**src/rtl/tcw_pkg.sv**
```systemverilog
// shared constants, types and codes for the text console writer
// no dependencies; every other file in rtl/ refers to this package by scoped names

package tcw_pkg;

  // screen geometry
  localparam int COLUMNS = 80;
  localparam int ROWS    = 25;
  localparam int SCREENS = 4;

  localparam int CELLS      = COLUMNS * ROWS;
  localparam int COL_W      = $clog2(COLUMNS);
  localparam int ROW_W      = $clog2(ROWS);
  localparam int SCR_W      = (SCREENS > 1) ? $clog2(SCREENS) : 1;
  localparam int CELL_W     = $clog2(CELLS);
  localparam int OFF_W      = CELL_W;
  localparam int MEM_AW     = SCR_W + CELL_W;
  localparam int MEM_DEPTH  = 2 ** MEM_AW;
  localparam int SCROLL_LEN = (ROWS - 1) * COLUMNS;

  // command queue between decode and execution, power of two deep
  localparam int QUEUE_DEPTH = 2;
  localparam int QPTR_W      = $clog2(QUEUE_DEPTH);

  localparam logic [15:0] BLANK_CELL   = 16'h0F20;
  localparam logic [7:0]  NEWLINE_CHAR = 8'h0A;

  // request codes on the input tuser
  localparam logic [2:0] REQ_CURSOR_CHAR = 3'd0;
  localparam logic [2:0] REQ_POS_CHAR    = 3'd1;
  localparam logic [2:0] REQ_CLEAR       = 3'd2;
  localparam logic [2:0] REQ_SWITCH      = 3'd3;
  localparam logic [2:0] REQ_READ        = 3'd4;

  // decoded commands
  typedef enum logic [2:0] {
    CMD_PUT_CHAR,
    CMD_NEWLINE,
    CMD_PUT_AT,
    CMD_CLEAR,
    CMD_SWITCH,
    CMD_READ,
    CMD_IGNORE
  } cmd_op_t;

  typedef struct packed {
    cmd_op_t            op;
    logic [7:0]         chr;
    logic [7:0]         attr;
    logic [CELL_W-1:0]  pos;
    logic [SCR_W-1:0]   target;
  } cmd_t;

  typedef struct packed {
    logic [15:0]        data;
    logic [COL_W-1:0]   col;
    logic [ROW_W-1:0]   row;
    logic [OFF_W-1:0]   off;
    logic [SCR_W-1:0]   scr;
    logic               status;
  } result_t;

  typedef enum logic [2:0] {
    ST_INIT,
    ST_IDLE,
    ST_EMIT,
    ST_SCROLL,
    ST_FILL
  } state_t;

endpackage

```
**src/rtl/tcw_front.sv**
```systemverilog
// request decoder: range checks and classification of incoming requests
// depends on tcw_pkg

module tcw_front (
  input  logic               s_tvalid,
  output logic               s_tready,
  input  logic [31:0]        s_tdata,   // char_code, attribute, cell_position, screen_number
  input  logic [2:0]         s_tuser,   // req_type
  input  logic               q_full,
  input  logic               init_done,
  output logic               push,
  output tcw_pkg::cmd_t      cmd
);

  logic [7:0]  chr;
  logic [7:0]  attr;
  logic [10:0] pos;
  logic [2:0]  scr;
  logic        pos_ok;
  logic        target_ok;

  assign chr  = s_tdata[7:0];
  assign attr = s_tdata[15:8];
  assign pos  = s_tdata[26:16];
  assign scr  = s_tdata[29:27];

  assign pos_ok    = 32'(pos) < 32'(tcw_pkg::CELLS);
  assign target_ok = 32'(scr) < 32'(tcw_pkg::SCREENS);

  assign s_tready = init_done && !q_full;
  assign push     = s_tvalid && s_tready;

  always_comb begin
    cmd.chr    = chr;
    cmd.attr   = attr;
    cmd.pos    = tcw_pkg::CELL_W'(pos);
    cmd.target = tcw_pkg::SCR_W'(scr);
    unique case (s_tuser)
      tcw_pkg::REQ_CURSOR_CHAR: begin
        cmd.op = (chr == tcw_pkg::NEWLINE_CHAR) ? tcw_pkg::CMD_NEWLINE : tcw_pkg::CMD_PUT_CHAR;
      end
      tcw_pkg::REQ_POS_CHAR: cmd.op = pos_ok ? tcw_pkg::CMD_PUT_AT : tcw_pkg::CMD_IGNORE;
      tcw_pkg::REQ_CLEAR:    cmd.op = tcw_pkg::CMD_CLEAR;
      tcw_pkg::REQ_SWITCH:   cmd.op = target_ok ? tcw_pkg::CMD_SWITCH : tcw_pkg::CMD_IGNORE;
      tcw_pkg::REQ_READ:     cmd.op = pos_ok ? tcw_pkg::CMD_READ : tcw_pkg::CMD_IGNORE;
      default:               cmd.op = tcw_pkg::CMD_IGNORE;
    endcase
  end

endmodule

```
**config.mk**
```make
export PLATFORM = sky130hd
export DESIGN_NAME = tcw_front
export DESIGN_NICKNAME = d
export VERILOG_FILES = /design/src/rtl/tcw_pkg.sv /design/src/rtl/tcw_front.sv
export SDC_FILE = /design/constraint.sdc
export NUM_CORES = 1
export LEC_CHECK = 0
export BUFFER_PORTS_ARGS = -buffer_cell sky130_fd_sc_hd__clkbuf_2
export CORE_AREA = 2 2 39 41
export DETAILED_ROUTE_END_ITERATION = 8
export DIE_AREA = 0 0 41 43
export PLACE_DENSITY = 0.92
export SLEW_MARGIN = 20
export SYNTH_ARGS = -nofsm -noshare
export SYNTH_HDL_FRONTEND = slang
export SYNTH_SLANG_ARGS = --single-unit
```
**constraint.sdc**
```tcl
create_clock -name vclk -period 1.2
set_input_delay 0.18 -clock vclk [all_inputs]
set_output_delay 0.18 -clock vclk [all_outputs]
set_load 0.01 [all_outputs]
```
==> Word-level counts from Yosys, hierarchy flattened <==
Cells that the tools add are included.
{ "totals": {"word_cells": 16, "inputBits": 38, "ff_bits": 0, "out_inout_bits": 34} }
{ "op_classes": {"reduce_logical": 4, "eq_ne": 5, "n_lt_le_gt_ge": 2, "mux": 5} }
{ "op_table": {"columns": ["cell", "n"], "rows": [
  ["one-hot mux 3 bit (5 select lines)", 1],
  ["< comparator 11 bit (second input constant)", 1],
  ["== test 8 x 4 -> 1 bit (second input constant)", 1],
  ["== test 3 x 2 -> 1 bit (second input constant)", 2],
  ["2-to-1 mux 2 bit", 2],
  ["== test 3 x 1 -> 1 bit (second input constant)", 1],
  ["== test 3 bit (second input constant)", 1],
  ["logical NOT 3 bit", 1],
  ["< comparator 3 bit (second input constant)", 1],
  ["2-to-1 mux 3 bit", 1],
  ["logical AND 1 bit", 2],
  ["logical NOT 1 bit", 1],
  ["2-to-1 mux 1 bit", 1]
]} }

==> Longest topological paths before layout <==
Gate-level depths: netlist of run 1.
{ "logic_depth": {"word_depth": 3, "depth_mapped": 3, "mapped_depth_nobuf": 3} }

==> Worst setup path after synthesis of run 1 <==
No wires, ideal clock.
{ "synth_path": {"kind": "input port to output port", "startpoint": "input port s_tdata[5]", "endpoint": "output port cmd[29] (netlist bit)", "slack_ns": 0.148, "path_stages": 3, "arrival_time_ns": 0.872, "n_path_buf": 0, "required_time_ns": 1.020, "cell_sequence": "nor4_2 -> a211oi_1 -> a211oi_1"} }
{ "synth_rtl": {"columns": ["element", "line", "text"], "rows": [
  ["start, declared", "tcw_front.sv:7", "input logic [31:0] s_tdata,"],
  ["end, declared", "tcw_front.sv:12", "output tcw_pkg::cmd_t cmd"]
]} }

==> impl_metrics.py, run 1 <==
metrics = {
    "power_and_ir_drop": {
        "power.total_mw": 0.123,
        "power_density_nw_per_um2": 355,
        "p_leak_nw": 0.209,
        "peakVddDrop_mv": 0.0921,
    },
    "synth": {
        "syn-num-nets": 81,
        "netlist_area_um2": 317,
        "synth_cell_types": 13,
        "yosys_warnings": 0,
        "synth_area_per_cell_um2": 7.36,
        "seq_area_frac_synth": 0,
        "syn_inst": 43,
    },
    "critical_path": {
        "crit_type": "input port to primary output",
        "arrival_ps": 950,
        "end_kind": "primary output",
        "crit_required_ps": 1020,
        "cpPeakStageDelay_ps": 260,
        "startpoint_type": "input port",
        "crit_chain": "clkbuf_2, and4bb_2, a211oi_1, a211oi_2, buf_2",
        "cp_top_family": "compound AO/OA/AOI/OAI gates",
        "slowest_stage": "a211oi_1",
        "cp_num_buf_inv": 2,
        "critPathMaxFanout": 2,
    },
    "floorplanning": {
        "core_area_um2": 1380,
        "start_util": 0.229,
        "dieArea_um2": 1760,
        "io-pin-count": 72,
        "placementRows": 14,
        "die_h_um": 43,
        "die_w_um": 41,
    },
    "cells_and_area": {
        "multi_input_area_um2": 116,
        "drive_gt1_frac": 0.821,
        "fin_nets": 96,
        "clkbuf_count": 0,
        "antenna_cells": 0,
        "final_cell_mix": "clkbuf_2 (41), nor2_1 (2)",
        "fill_cells": 153,
        "syn_to_final_growth_pct": 9.49,
        "regArea_um2": 0,
        "final_common_cell": "clkbuf_2",
        "nFlopsAndLatches": 0,
    },
    "detailed_routing": {
        "vias": 307,
        "viasPerCell": 4.26,
        "drtIter0Drc": 1,
        "ant_nets": 0,
        "post-route-drc-count": 0,
        "totalWireLength_um": 688,
        "wl_per_cell_um": 9.56,
        "dr.pass1.iters": 2,
    },
    "cts": {
        "hold_buffers": 0,
    },
    "global_route": {
        "antenna_found_initial": 0,
        "gr-total-overflow": 0,
        "grt_max_degree": 5,
        "grtUsageTotal": 0.0739,
        "grt_first_pass_wirelength_um": 979,
        "grt_pass1_vias": 281,
    },
    "sta": {
        "rsz0062_at_grt": "yes",
        "slew_headroom": 0.842,
        "post-route-period-util": 0.940,
        "setup_violations": 0,
        "tns_ps": 0,
        "tightest_slew_ps": 236,
        "drv_slew": 0,
        "min_period_ps": 1130,
        "finalHoldViolCount": 0,
        "fmax_mhz": 886,
    },
    "status": {
        "status": "finished, final reports clean",
    },
    "hold_path": {
        "hold_path_class": "input port to primary output",
    },
    "placed_design": {
        "portBuffers": 42,
        "place.gp.congestion": 0.676,
    },
    "run": {
        "drv_cap": 0,
    },
}
-- through the flow --
stage	instances	hold WS (ps)	util	setup slack (ps)	instance area [µm²]
CTS	72	360	0.238	1.28	329
detailed placement	72	360	0.238	-39.2	329
floorplan	43	406	-	148	317
global placement	72	360	0.238	-23.2	329
global route	72	360	0.250	-15.6	347
finish	72	360	0.250	71.9	347
-- final timing paths --
kind	from	to	cells past startpoint	slack [ps]
worst min-delay path	s_tdata[28]	cmd[1]	0	360
worst max-delay path	s_tdata[2]	cmd[29]	5	70
-- synthesized netlist by cell type (all sizes together) --
library cell | number | area share
and2 | 1 | 0.020
nor4 | 1 | 0.040
nand4 | 1 | 0.020
buf | 29 | 0.69
o21ai | 1 | 0.016
o2bb2ai | 1 | 0.028
nor2b | 1 | 0.020
a21o | 1 | 0.024
and4bb | 1 | 0.040
nor2 | 2 | 0.024
o21bai | 1 | 0.024
a211oi | 2 | 0.047
nand2 | 1 | 0.012
-- final cells by class --
type                       instances  area share
tap                               16      0.0578
multi-input combinational         14       0.336
timing repair buffer              42       0.607
-- report_power, final --
| group | leakage, nW | switching (mW) | internal [mW] |
|---|---|---|---|
| clock network | 0 | 0 | 0 |
| registers | 0 | 0 | 0 |
| logic | 0.209 | 0.0613 | 0.0616 |
| total | 0.209 | 0.0613 | 0.0616 |
-- routing by layer --
layer,track usage,vias up,wire length (µm)
met2,0.134,40,289
met4,0.0333,0,25
met3,0.0209,6,158
met1,0.0696,116,214
met5,0,-,0
li1,-,145,-
-- logic make-up (layout without fill, tap and decap cells) --
kind of cell	after synthesis	count (layout)	share of synthesized area
buf+inv	29	42	0.688
compound gates	6	6	0.138
simple gates	8	8	0.174
-- repair_timing --
action	CTS	global route
gates resized for setup	0	5
setup endpoints to repair	1	2
buffers inserted	0	0
pin swaps	1	0
(Power assumes the default switching activity.)
==> run 2, diff against run 1 <==
Settings changed: ABC_AREA from default to 1, BUFFER_PORTS_ARGS -buffer_cell sky130_fd_sc_hd__clkbuf_2 to default, DONT_BUFFER_PORTS from default to 1, PLACE_DENSITY 0.92 to 0.53.
==> impl_metrics.py, run 2 <==
metrics = {
    "status": {
        "status": "finished, final reports clean",
    },
    "critical_path": {
        "critPathCapture": "cmd[30]",
        "crit_type": "input port to primary output",
        "crit_chain": "nand2_1, nor2_1, nand2_1, o21ai_0",
        "crit_required_ps": 1020,
        "slowest_stage": "o21ai_0",
        "arrival_ps": 760,
        "crit_start": "s_tdata[26]",
        "critPathMaxFanout": 2,
        "path_depth": 4,
        "cp_top_family": "compound AO/OA/AOI/OAI gates",
        "startpoint_type": "input port",
        "end_kind": "primary output",
        "cp_num_buf_inv": 0,
        "cpPeakStageDelay_ps": 330,
        "crit_top_cell": "nand2_1",
    },
    "cells_and_area": {
        "final_cell_mix": "inv_1 (11), nand2_1 (10), nor2_1 (8)",
        "final_cells": 60,
        "regArea_um2": 0,
        "final_common_cell": "inv_1",
        "nFlopsAndLatches": 0,
        "antenna_cells": 0,
        "design_area_um2": 210,
        "drive_gt1_frac": 0.0909,
        "syn_to_final_growth_pct": -48.5,
        "fin_util": 0.152,
        "fin_nets": 84,
        "clkbuf_count": 0,
    },
    "placed_design": {
        "place.gp.congestion": 0.630,
        "place_ws_ps": 238,
        "placed_cell_area_um2": 210,
        "portBuffers": 0,
        "place_hpwl_um": 492,
        "post-place-cells": 60,
    },
    "hold_path": {
        "hold_path_class": "input port to primary output",
    },
    "floorplanning": {
        "start_util": 0.295,
        "die_w_um": 41,
        "placementRows": 14,
        "die_h_um": 43,
        "dieArea_um2": 1760,
        "io-pin-count": 72,
        "core_area_um2": 1380,
    },
    "global_route": {
        "busiest_layer": "met2",
        "gr-total-overflow": 0,
        "met3_usage": 0.0576,
        "grt_first_pass_wirelength_um": 690,
        "grt_pass1_vias": 202,
        "antenna_found_initial": 0,
        "grt_max_degree": 7,
        "gr-usage-met2": 0.0844,
        "grtUsageTotal": 0.0519,
        "globalRouteMet1Util": 0.0411,
    },
    "synth": {
        "syn_inst": 73,
        "ys_top_cells_by_count": "buf_4 (29), inv_1 (11), nand2_1 (10)",
        "synth_cell_types": 11,
        "synth_area_per_cell_um2": 5.59,
        "synthTopCellsByArea": "buf_4 (53%), inv_1 (10%), nand2_1 (9.2%)",
        "synth_top_area_frac": 0.534,
        "yosysTopAreaCell": "buf_4",
        "yosys_warnings": 0,
        "netlist_area_um2": 408,
        "syn-num-nets": 111,
        "seq_area_frac_synth": 0,
        "synth.most_common_cell": "buf_4",
    },
    "sta": {
        "setup_violations": 0,
        "post-route-period-util": 0.785,
        "finalHoldViolCount": 0,
        "holdWs_ps": 360,
        "worst_slack_ps": 258,
        "min_period_ps": 942,
        "drv_slew": 0,
        "fmax_mhz": 1060,
        "tightest_slew_ps": 381,
        "tns_ps": 0,
        "slew_headroom": 0.744,
        "rsz0062_at_grt": "no",
    },
    "power_and_ir_drop": {
        "power.share.clock": 0,
        "p_leak_nw": 0.130,
        "swShare": 0.630,
        "switching_power_mw": 0.0288,
        "combPwrFrac": 1.000,
        "power_density_nw_per_um2": 218,
        "peakVddDrop_mv": 0.0539,
        "power_frac_seq": 0,
        "power.total_mw": 0.0458,
        "power.internal_mw": 0.0170,
    },
    "detailed_routing": {
        "viasPerCell": 4.42,
        "vias": 265,
        "totalWireLength_um": 523,
        "drtIter0Drc": 3,
        "post-route-drc-count": 0,
        "wl_per_cell_um": 8.72,
        "ant_nets": 0,
        "dr.pass1.iters": 4,
    },
    "run": {
        "drv_cap": 0,
    },
    "cts": {
        "cts_setup_buffers": 0,
        "hold_buffers": 0,
        "cts_resized": 0,
    },
}
-- run 2: cell count changes after synthesis, sizes merged, moves of 2 or more --
cell	delta
a211oi	-2
inv	+13
nand2	+10
nand3	+8
nor2	+6
-- run 2: final cells by class --
cell class / count / area [µm²]
Tap cell: 16 / 20.0
Fill cell: 160 / 1170
Multi-Input combinational cell: 31 / 141
Inverter: 13 / 48.8
-- run 2: worst min path at each step --
| stage | from | to | slack, ps | cells past startpoint |
|---|---|---|---|---|
| 2_1_floorplan | q_full | s_tready | 410 | 1 |
| 3_3_place_gp | s_tdata[9] | cmd[14] | 360 | 0 |
| 3_5_place_dp | s_tdata[9] | cmd[14] | 360 | 0 |
| 4_1_cts | s_tdata[9] | cmd[14] | 360 | 0 |
| 5_1_grt | s_tdata[17] | cmd[3] | 360 | 0 |
| 6_report | s_tdata[6] | cmd[27] | 360 | 0 |
-- run 2: power groups by stage --
stage                     combinational, mW  sequential [mW]  clock (mW)
after floorplan                       0.141                0           0
after global placement               0.0465                0           0
after detailed placement             0.0468                0           0
after CTS                            0.0469                0           0
after global routing                 0.0544                0           0
final                                0.0458                0           0
-- run 2: kinds of logic after synthesis --
group / share of synthesized area
AO/OA/AOI/OAI: 0.0245
AND/OR/NAND/NOR: 0.322
buffers and inverters: 0.653
-- run 2: layer usage --
| metal | up-vias | part of all wire |
|---|---|---|
| met5 | - | 0 |
| li1 | 131 | - |
| met2 | 23 | 0.40 |
| met3 | 2 | 0.27 |
| met4 | 0 | 0.011 |
| met1 | 109 | 0.31 |
