File: src/rtl/tcw_pkg.sv
// shared constants, types and codes for the text console writer
// no dependencies; every other file in rtl/ refers to this package by scoped names

package tcw_pkg;

  // screen geometry
  localparam int COLUMNS = 80;
  localparam int ROWS    = 25;
  localparam int SCREENS = 4;

  localparam int CELLS      = COLUMNS * ROWS;
  localparam int COL_W      = $clog2(COLUMNS);
  localparam int ROW_W      = $clog2(ROWS);
  localparam int SCR_W      = (SCREENS > 1) ? $clog2(SCREENS) : 1;
  localparam int CELL_W     = $clog2(CELLS);
  localparam int OFF_W      = CELL_W;
  localparam int MEM_AW     = SCR_W + CELL_W;
  localparam int MEM_DEPTH  = 2 ** MEM_AW;
  localparam int SCROLL_LEN = (ROWS - 1) * COLUMNS;

  // command queue between decode and execution, power of two deep
  localparam int QUEUE_DEPTH = 2;
  localparam int QPTR_W      = $clog2(QUEUE_DEPTH);

  localparam logic [15:0] BLANK_CELL   = 16'h0F20;
  localparam logic [7:0]  NEWLINE_CHAR = 8'h0A;

  // request codes on the input tuser
  localparam logic [2:0] REQ_CURSOR_CHAR = 3'd0;
  localparam logic [2:0] REQ_POS_CHAR    = 3'd1;
  localparam logic [2:0] REQ_CLEAR       = 3'd2;
  localparam logic [2:0] REQ_SWITCH      = 3'd3;
  localparam logic [2:0] REQ_READ        = 3'd4;

  // decoded commands
  typedef enum logic [2:0] {
    CMD_PUT_CHAR,
    CMD_NEWLINE,
    CMD_PUT_AT,
    CMD_CLEAR,
    CMD_SWITCH,
    CMD_READ,
    CMD_IGNORE
  } cmd_op_t;

  typedef struct packed {
    cmd_op_t            op;
    logic [7:0]         chr;
    logic [7:0]         attr;
    logic [CELL_W-1:0]  pos;
    logic [SCR_W-1:0]   target;
  } cmd_t;

  typedef struct packed {
    logic [15:0]        data;
    logic [COL_W-1:0]   col;
    logic [ROW_W-1:0]   row;
    logic [OFF_W-1:0]   off;
    logic [SCR_W-1:0]   scr;
    logic               status;
  } result_t;

  typedef enum logic [2:0] {
    ST_INIT,
    ST_IDLE,
    ST_EMIT,
    ST_SCROLL,
    ST_FILL
  } state_t;

endpackage

File: src/rtl/tcw_queue.sv
// short command queue decoupling the decoder from the execution sequencer
// depends on tcw_pkg

module tcw_queue (
  input  logic           clk,
  input  logic           rst,
  input  logic           push,
  input  tcw_pkg::cmd_t  wr_cmd,
  input  logic           pop,
  output logic           full,
  output logic           valid,
  output tcw_pkg::cmd_t  head
);

  tcw_pkg::cmd_t slots [tcw_pkg::QUEUE_DEPTH];

  logic [tcw_pkg::QPTR_W-1:0] wr_ptr;
  logic [tcw_pkg::QPTR_W-1:0] rd_ptr;
  logic [tcw_pkg::QPTR_W:0]   count;
  logic [tcw_pkg::QPTR_W:0]   count_next;

  always_comb begin
    unique case ({push, pop})
      2'b10:   count_next = count + 1'b1;
      2'b01:   count_next = count - 1'b1;
      default: count_next = count;
    endcase
  end

  always_ff @(posedge clk) begin
    if (rst) begin
      wr_ptr <= '0;
      rd_ptr <= '0;
      count  <= '0;
    end else begin
      if (push) wr_ptr <= wr_ptr + 1'b1;
      if (pop)  rd_ptr <= rd_ptr + 1'b1;
      count <= count_next;
    end
  end

  always_ff @(posedge clk) begin
    if (push) slots[wr_ptr] <= wr_cmd;
  end

  assign full  = count == (tcw_pkg::QPTR_W + 1)'(tcw_pkg::QUEUE_DEPTH);
  assign valid = count != '0;
  assign head  = slots[rd_ptr];

endmodule

File: config.mk
export PLATFORM = sky130hd
export DESIGN_NAME = tcw_queue
export DESIGN_NICKNAME = d
export VERILOG_FILES = /design/src/rtl/tcw_pkg.sv /design/src/rtl/tcw_queue.sv
export SDC_FILE = /design/constraint.sdc
export NUM_CORES = 1
export LEC_CHECK = 0
export ABC_AREA = 1
export BUFFER_PORTS_ARGS = -buffer_cell sky130_fd_sc_hd__buf_4
export CORE_UTILIZATION = 54
export CTS_BUF_LIST = sky130_fd_sc_hd__clkbuf_4 sky130_fd_sc_hd__clkbuf_8
export DETAILED_ROUTE_END_ITERATION = 12
export HOLD_SLACK_MARGIN = 0.1
export MAX_ROUTING_LAYER = met4
export PLACE_DENSITY = 0.78
export REMOVE_ABC_BUFFERS = 1
export SYNTH_ARGS = -nofsm -noshare
export SYNTH_HDL_FRONTEND = slang
export SYNTH_SLANG_ARGS = --single-unit
export TNS_END_PERCENT = 20
File: constraint.sdc
create_clock -name clk -period 2.4 [get_ports clk]
set_input_delay 0 -clock clk [delete_from_list [all_inputs] [get_ports clk]]
set_output_delay 0 -clock clk [all_outputs]
set_load 0.01 [all_outputs]
Yosys cells after proc, flatten, opt, wreduce, memory -nomap -nowiden --
Memories as Yosys holds them, arrays and structs flattened. A register that Yosys moved wholly into a read port is not among the register bits. Cells that the tools add are included.
Storage, ports and cells: RAM bits 64, word-level logic and storage cells 18, output and inout port bits 34, memories 1, register bits after elaboration 4
Memories:
- slots | words 2, bits a word 32, rd ports 1, clocked after memory_dff 1, wr ports 1, RTL line tcw_queue.sv:15 | tcw_pkg::cmd_t slots [tcw_pkg::QUEUE_DEPTH];
Operators by class: reduce and logical (&&, ||, !) cells 2, equal/unequal tests 3, mux-type cells 5, add/subtract/negate cells 4
Operators by type and width (number):
- equality test 2 bit (second input constant) | 2
- 2-to-1 mux 1 bit | 4
- case mux 2 bit (2 select lines) | 1
- nonzero test 2 bit | 2
- adder 1 bit (second input constant) | 2
- adder 2 x 1 -> 2 bit (second input constant) | 1
- equality test 2 x 1 -> 1 bit (second input constant) | 1
- subtractor 2 x 1 -> 2 bit (second input constant) | 1

Longest topological paths before layout --
Gate-level depths: netlist (run 1).
depth after elaboration 3, depth in mapped cells 7, depth with buffers taken out 7

Worst setup path before layout (run 1) --
OpenSTA, ideal clock, no wires.
path kind flip-flop to flip-flop, start point register wr_ptr, end point memory slots[0][0] (netlist bit) (enable), arrival time 1.677 ns, buffers on the path 0, stages on the path, launching flop included 2, setup slack 0.302 ns, path through dfxtp_1 nor2_1
RTL lines:
- start, declared | RTL line tcw_queue.sv:17 | logic [tcw_pkg::QPTR_W-1:0] wr_ptr;
- start signal, assigned | RTL line tcw_queue.sv:36 | if (push) wr_ptr <= wr_ptr + 1'b1;
- end, declared | RTL line tcw_queue.sv:15
No word-level cell before the write port.

==> flow_summary.yaml, run 1 <==
synthesis:
  syn_inst: 133
  ys_top_cells_by_count: "edfxtp_1 (64), mux2_4 (30), nor2_1 (9)"
  netlist_area_sq_mm: 0.00269
  ys_ff_latch: 69
  synth_top_area_cell: "edfxtp_1"
  synth.top_cells.by_area: "edfxtp_1 (71%), mux2_4 (17%), dfxtp_1 (3.7%)"
  yosysTopAreaCellShare_pct: 71.4
  avgSynthCellArea_sq_um: 20.2
  ys_seq_area_share_pct: 75.1
  synth_cell_type_count: 15
  synth-edff-count: 64
  yosysMostFrequentCell: "edfxtp_1"
  synth_flop_cell: "edfxtp_1"
  ys_warn_count: 0
  postSynth.asyncResetShare_pct: 0
min_path:
  hold_class: "primary input to register"
  min_from: "wr_cmd[6]"
  min_to: "slots[0][6]"
  min_path_cells: 2
cells_and_area:
  layout-drive-gt1-share_pct: 48.4
  fillers: 280
  syn2layout_area_growth_pct: 42.1
  antenna_cells: 0
  fin_nets: 286
cts:
  root_buffer: "clkbuf_8"
  cts_buffer_depth: 2
  cts_tree: "done"
  postCtsSetupRepairBufs: 0
  cts_buffers: 9
  clk_latency_ps: 330
  clock_sinks: 69
  htree_levels: 3
  path_clk_slew_ps: 80
setup_path:
  path_cells: "buf_12, mux2_2, buf_4"
  rr_worst_depth: 3
  crit_type: "register to output port"
  max_stage_delay_ps: 590
  crit_path_end_kind: "output port"
  slowest_stage: "dfxtp_2"
  r2r_start: "rd_ptr"
  rrSetupSlack_ps: 1160
  worst-path-buf-inv: 2
  cp.required_ps: 2400
  startpoint_type: "register"
  critPathTopFamily: "flip-flops"
  crit_fanout: 21
  worstPathArrival_ps: 1680
floorplanning:
  start_util_pct: 56.6
  core_area_sq_mm: 0.00475
  dieArea_sq_mm: 0.00527
  die_width_um: 72.6
  ios: 70
  rows: 25
  dieHeight_um: 72.6
sta:
  finalWorstSetupSlack_ps: 721
  final_hold_viol_count: 0
  slew_headroom_pct: 69.9
  setup_tns_ps: 0
  maxClockFrequency_ghz: 0.596
  finalMaxSlewViolations: 0
  min_period_ps: 1680
  skew_ps: 12.6
  setup_violations: 0
  fin_crit_sh_pct: 69.9
  tightest_slew_ps: 451
  rsz0062_at_grt: "false"
global_route:
  track_usage_pct: 21.2
  antenna_found_initial: 0
  overflow: 0
  grt_max_degree: 33
  grt_first_pass_wirelength_mm: 7.73
  grt_pass1_vias: 1655
routing:
  viasPerCell: 4.77
  met2WireLength_mm: 2.57
  first_iter_violations: 87
  drcViolationCount: 0
  drt_first_pass_iters: 4
  wl_mm: 4.96
  highest_layer: "met4"
  dr_total_vias: 1532
  wl_met3_um: 198
  final_antenna_net_count: 0
  wl_per_cell_um: 15.5
  drt-met1-wl_mm: 2.09
run:
  cap_violations: 0
power_and_ir_drop:
  powerDensity_mw_per_mm2: 713
  p_leak_uw: 0.00157
  vdd_drop_max_mv: 0.602
outcome:
  status: "finished, final reports clean"
placed_design:
  dp_hpwl_mm: 3.01
  gp_congestion: 0.661
  place_ws_ps: 1070
  portBuffers: 69
routing by layer:
metal	global-route usage [%]	up-vias
li1	-	730
met1	24.7	741
met2	34.5	50
met3	4.42	11
met4	11.8	0
met5	-	-
worst max-delay path by stage:
stage                  start     endpoint  slack, ps  depth (start not counted)
floorplan             wr_ptr  slots[0][0]        300                          1
global placement    register     head[17]       1090                          3
detailed placement  register     head[17]       1070                          3
CTS                 register     head[17]        710                          3
global route        register     head[22]        650                          3
finish              register     head[22]        720                          3
cells by family after synthesis:
logic type / after synthesis / share of synthesized area (%)
muxes: 32 / 17.6
xor gates and xnor gates: 1 / 0.325
adders and majority gates: 1 / 0.465
buffers and inverters: 11 / 3.63
AOI/OAI and AO/OA: 2 / 0.372
DFF: 69 / 75.1
and+or+nand+nor: 17 / 2.51
layout by cell type, fill, tap and decap left out:
master and instances:
clkbuf_8 9, nor2_4 1, ha_1 1, nor2_1 8, xnor2_1 1, clkinv_4 1, dlygate4sd3_1 36, nand2_1 6
buf_4 72, a21oi_1 1, edfxtp_1 64, o21ai_0 1, bufinv_16 1, nand4_1 1, mux2_2 2, dfxtp_1 4
clkinv_2 4, clkinvlp_4 1, buf_12 1, mux2_4 30, inv_1 7, dfxtp_2 1, nor3_1 1
where the power goes:
group	total, uW	internal [uW]	switching [uW]	leakage, uW
logic	413	253	160	0.000825
registers	1420	1390	32.2	0.000643
clock network	891	474	418	0.0000987
total	2720	2110	610	0.00157
layout make-up:
class	count	area (sq um)	area share, %
sequential	69	2020	52.9
timing repair buffer	109	921	24.1
multi-input combinational	53	579	15.2
clock buffer	9	124	3.24
tap	67	83.8	2.19
clock inverter	7	66.3	1.73
inverter	7	26.3	0.687
metrics by stage:
step	area, sq um	instances	power [uW]	utilization (%)	hold slack (ps)
6_report	3820	321	2720	80.4	384
5_1_grt	3820	321	2830	80.4	372
4_1_cts	3820	321	2740	80.4	383
3_5_place_dp	3270	269	1810	68.8	188
3_3_place_gp	3270	269	1790	68.8	186
2_1_floorplan	2620	129	1630	-	72.4
sequential cells by signal, summed over array words and instances (netlist names), named ones only:
register	cells
rd_ptr	1
wr_ptr	1
slots	64
count	2
worst reg2reg max path, stage by stage, from the launching register on:
cell           delay [ps]
dfxtp_1               320
xnor2_1               200
nor2_1                 60
dlygate4sd3_1         540
timing repair:
item | in CTS | in global routing
endpoints found under the setup margin | 0 | 0
resized for setup | 0 | 0
hold buffers | 36 | 0
hold endpoints to repair | 69 | 0
Power figures use the tool's default switching activity.
==> inputs of run 2 (changes only) <==
==> constraint.sdc (replaced) <==
create_clock -name clk -period 1.6 [get_ports clk]
set_input_delay 0 -clock clk [delete_from_list [all_inputs] [get_ports clk]]
set_output_delay 0 -clock clk [all_outputs]
set_load 0.01 [all_outputs]
==> run 2 against run 1 <==
Effect of this change: die area did not move; worst hold slack improved by 17 ps; largest cell class unchanged; critical path type unchanged; critical path depth did not move; design area rose by 0.72%; sequential power rose by 49%; wire length rose by 0.81%; clock power rose by 49%; largest power group unchanged.
==> flow_summary.yaml, run 2 (same netlist as run 1, synthesis figures left out) <==
setup_path:
  startpoint_type: "register"
  rr_worst_depth: 3
  cp.required_ps: 1600
  slowest_stage: "dfxtp_2"
  crit_fanout: 9
  rrSetupSlack_ps: 300
  max_stage_delay_ps: 500
  cpMostUsedCell: "buf_4"
  path_cells: "buf_4, mux2_4, buf_4"
  critPathTopFamily: "flip-flops"
  r2r_start: "rd_ptr"
  worst-path-buf-inv: 2
  worstPathArrival_ps: 1530
  crit_path_end_kind: "output port"
  crit_type: "register to output port"
floorplanning:
  core_area_sq_mm: 0.00475
  ios: 70
  die_width_um: 72.6
  start_util_pct: 56.6
  rows: 25
  dieArea_sq_mm: 0.00527
  dieHeight_um: 72.6
sta:
  setup_violations: 0
  skew_ps: 8.59
  min_period_ps: 1530
  maxClockFrequency_ghz: 0.653
  tightest_slew_ps: 351
  final_hold_viol_count: 0
  finalMaxSlewViolations: 0
  rsz0062_at_grt: "false"
  fin_crit_sh_pct: 95.8
  slew_headroom_pct: 76.6
power_and_ir_drop:
  power.share.switching_pct: 22.3
  p_comb_share_pct: 15.7
  powerDensity_mw_per_mm2: 1060
  p_int_uw: 3180
  p_leak_uw: 0.00158
  vdd_drop_max_mv: 0.825
  seq_power_share_pct: 51.9
  clkPwrFrac_pct: 32.4
  p_switching_uw: 911
routing:
  first_iter_violations: 72
  wl_mm: 5.00
  wl_per_cell_um: 15.5
  final_antenna_net_count: 0
  drcViolationCount: 0
  dr_total_vias: 1566
  drt_first_pass_iters: 4
  viasPerCell: 4.85
cells_and_area:
  largest_reg_flops: 64
  multi_input_area_sq_um: 579
  regMostFlops: "slots"
  final_common_cell: "buf_4"
  layout-drive-gt1-share_pct: 48.4
  final_cells: 323
  syn2layout_area_growth_pct: 43.1
  fin_nets: 288
  fillers: 271
  fin_area_sq_mm: 0.00385
  final_cell_mix: "buf_4 (73), edfxtp_1 (64), dlygate4sd3_1 (36)"
  seq_area_sq_mm: 0.00202
  reg.largest.list: "slots x64, count x2"
  antenna_cells: 0
placed_design:
  placedCellCount: 271
  portBuffers: 69
  gp_congestion: 0.727
  place_area_sq_mm: 0.00330
  dp_hpwl_mm: 3.27
min_path:
  min_to: "slots[0][7]"
  min_from: "wr_cmd[7]"
  hold_class: "primary input to register"
  min_path_cells: 2
global_route:
  grt_max_degree: 24
  grt_pass1_vias: 1574
  antenna_found_initial: 0
  grt_first_pass_wirelength_mm: 7.50
  track_usage_pct: 20.6
  overflow: 0
cts:
  cts_hold_buf: 36
  root_buffer: "clkbuf_8"
  clock_sinks: 69
  htree_levels: 3
  postCtsSetupRepairBufs: 0
  path_clk_slew_ps: 70
  post_cts_resized: 0
  cts_buffer_depth: 2
  cts_tree: "done"
  cts_buffers: 9
  clk_latency_ps: 320
outcome:
  status: "finished, final reports clean"
run:
  cap_violations: 0
==> run 2: changes by cell type in the layout (fill, tap and decap cells not counted) <==
cell        before  now
clkinvlp_4       1    0
clkinv_2         4    3
buf_12           1    2
clkinv_4         1    2
clkinv_1         0    1
buf_4           72   73
==> run 2: worst max path at each step <==
stage	slack (ps)	start	endpoint	cells after the start
after floorplan	-500	wr_ptr	slots[0][0]	1
after global placement	420	register	head[31]	3
after detailed placement	400	register	head[31]	3
after CTS	40	register	head[31]	3
after global routing	8	register	head[29]	3
final	70	register	head[28]	3
==> run 2: final cells by class <==
cell class	instances	share of cell area, %
inverter	7	0.682
sequential	69	52.5
clock inverter	7	1.72
timing repair buffer	111	24.6
tap	67	2.18
clock buffer	9	3.22
multi-input combinational	53	15.0
==> run 2: worst register-to-register path, stage by stage, from the launching register on <==
cell	delay [ps]
dfxtp_1	320
xnor2_1	230
nor2_1	80
dlygate4sd3_1	560
==> run 2: routing by layer <==
| metal | vias to the layer above | GRT usage, % | part of all wire (%) |
|---|---|---|---|
| li1 | 734 | - | - |
| met1 | 777 | 24.3 | 42 |
| met2 | 51 | 34.1 | 53 |
| met3 | 4 | 5.39 | 4.8 |
| met4 | 0 | 7.84 | 0.94 |
| met5 | - | - | 0 |
==> run 2: power by group through the flow <==
stage / Combinational (uW) / Sequential [uW] / Clock (uW)
6_report: 644 / 2120 / 1330
5_1_grt: 683 / 2130 / 1420
4_1_cts: 645 / 2120 / 1350
3_5_place_dp: 569 / 2170 / 0
3_3_place_gp: 551 / 2160 / 0
2_1_floorplan: 270 / 2180 / 0
==> run 2: stage by stage <==
| step | power, uW | worst slack, ps | setup TNS (ps) | hold WS, ps | utilization (%) |
|---|---|---|---|---|---|
| floorplan | 2450 | -498 | -19980 | 72.4 | - |
| global placement | 2710 | 422 | 0 | 185 | 69.4 |
| detailed placement | 2730 | 398 | 0 | 187 | 69.4 |
| CTS | 4120 | 41.8 | 0 | 384 | 81.0 |
| global route | 4240 | 8.40 | 0 | 392 | 81.0 |
| finish | 4090 | 67.9 | 0 | 402 | 81.0 |
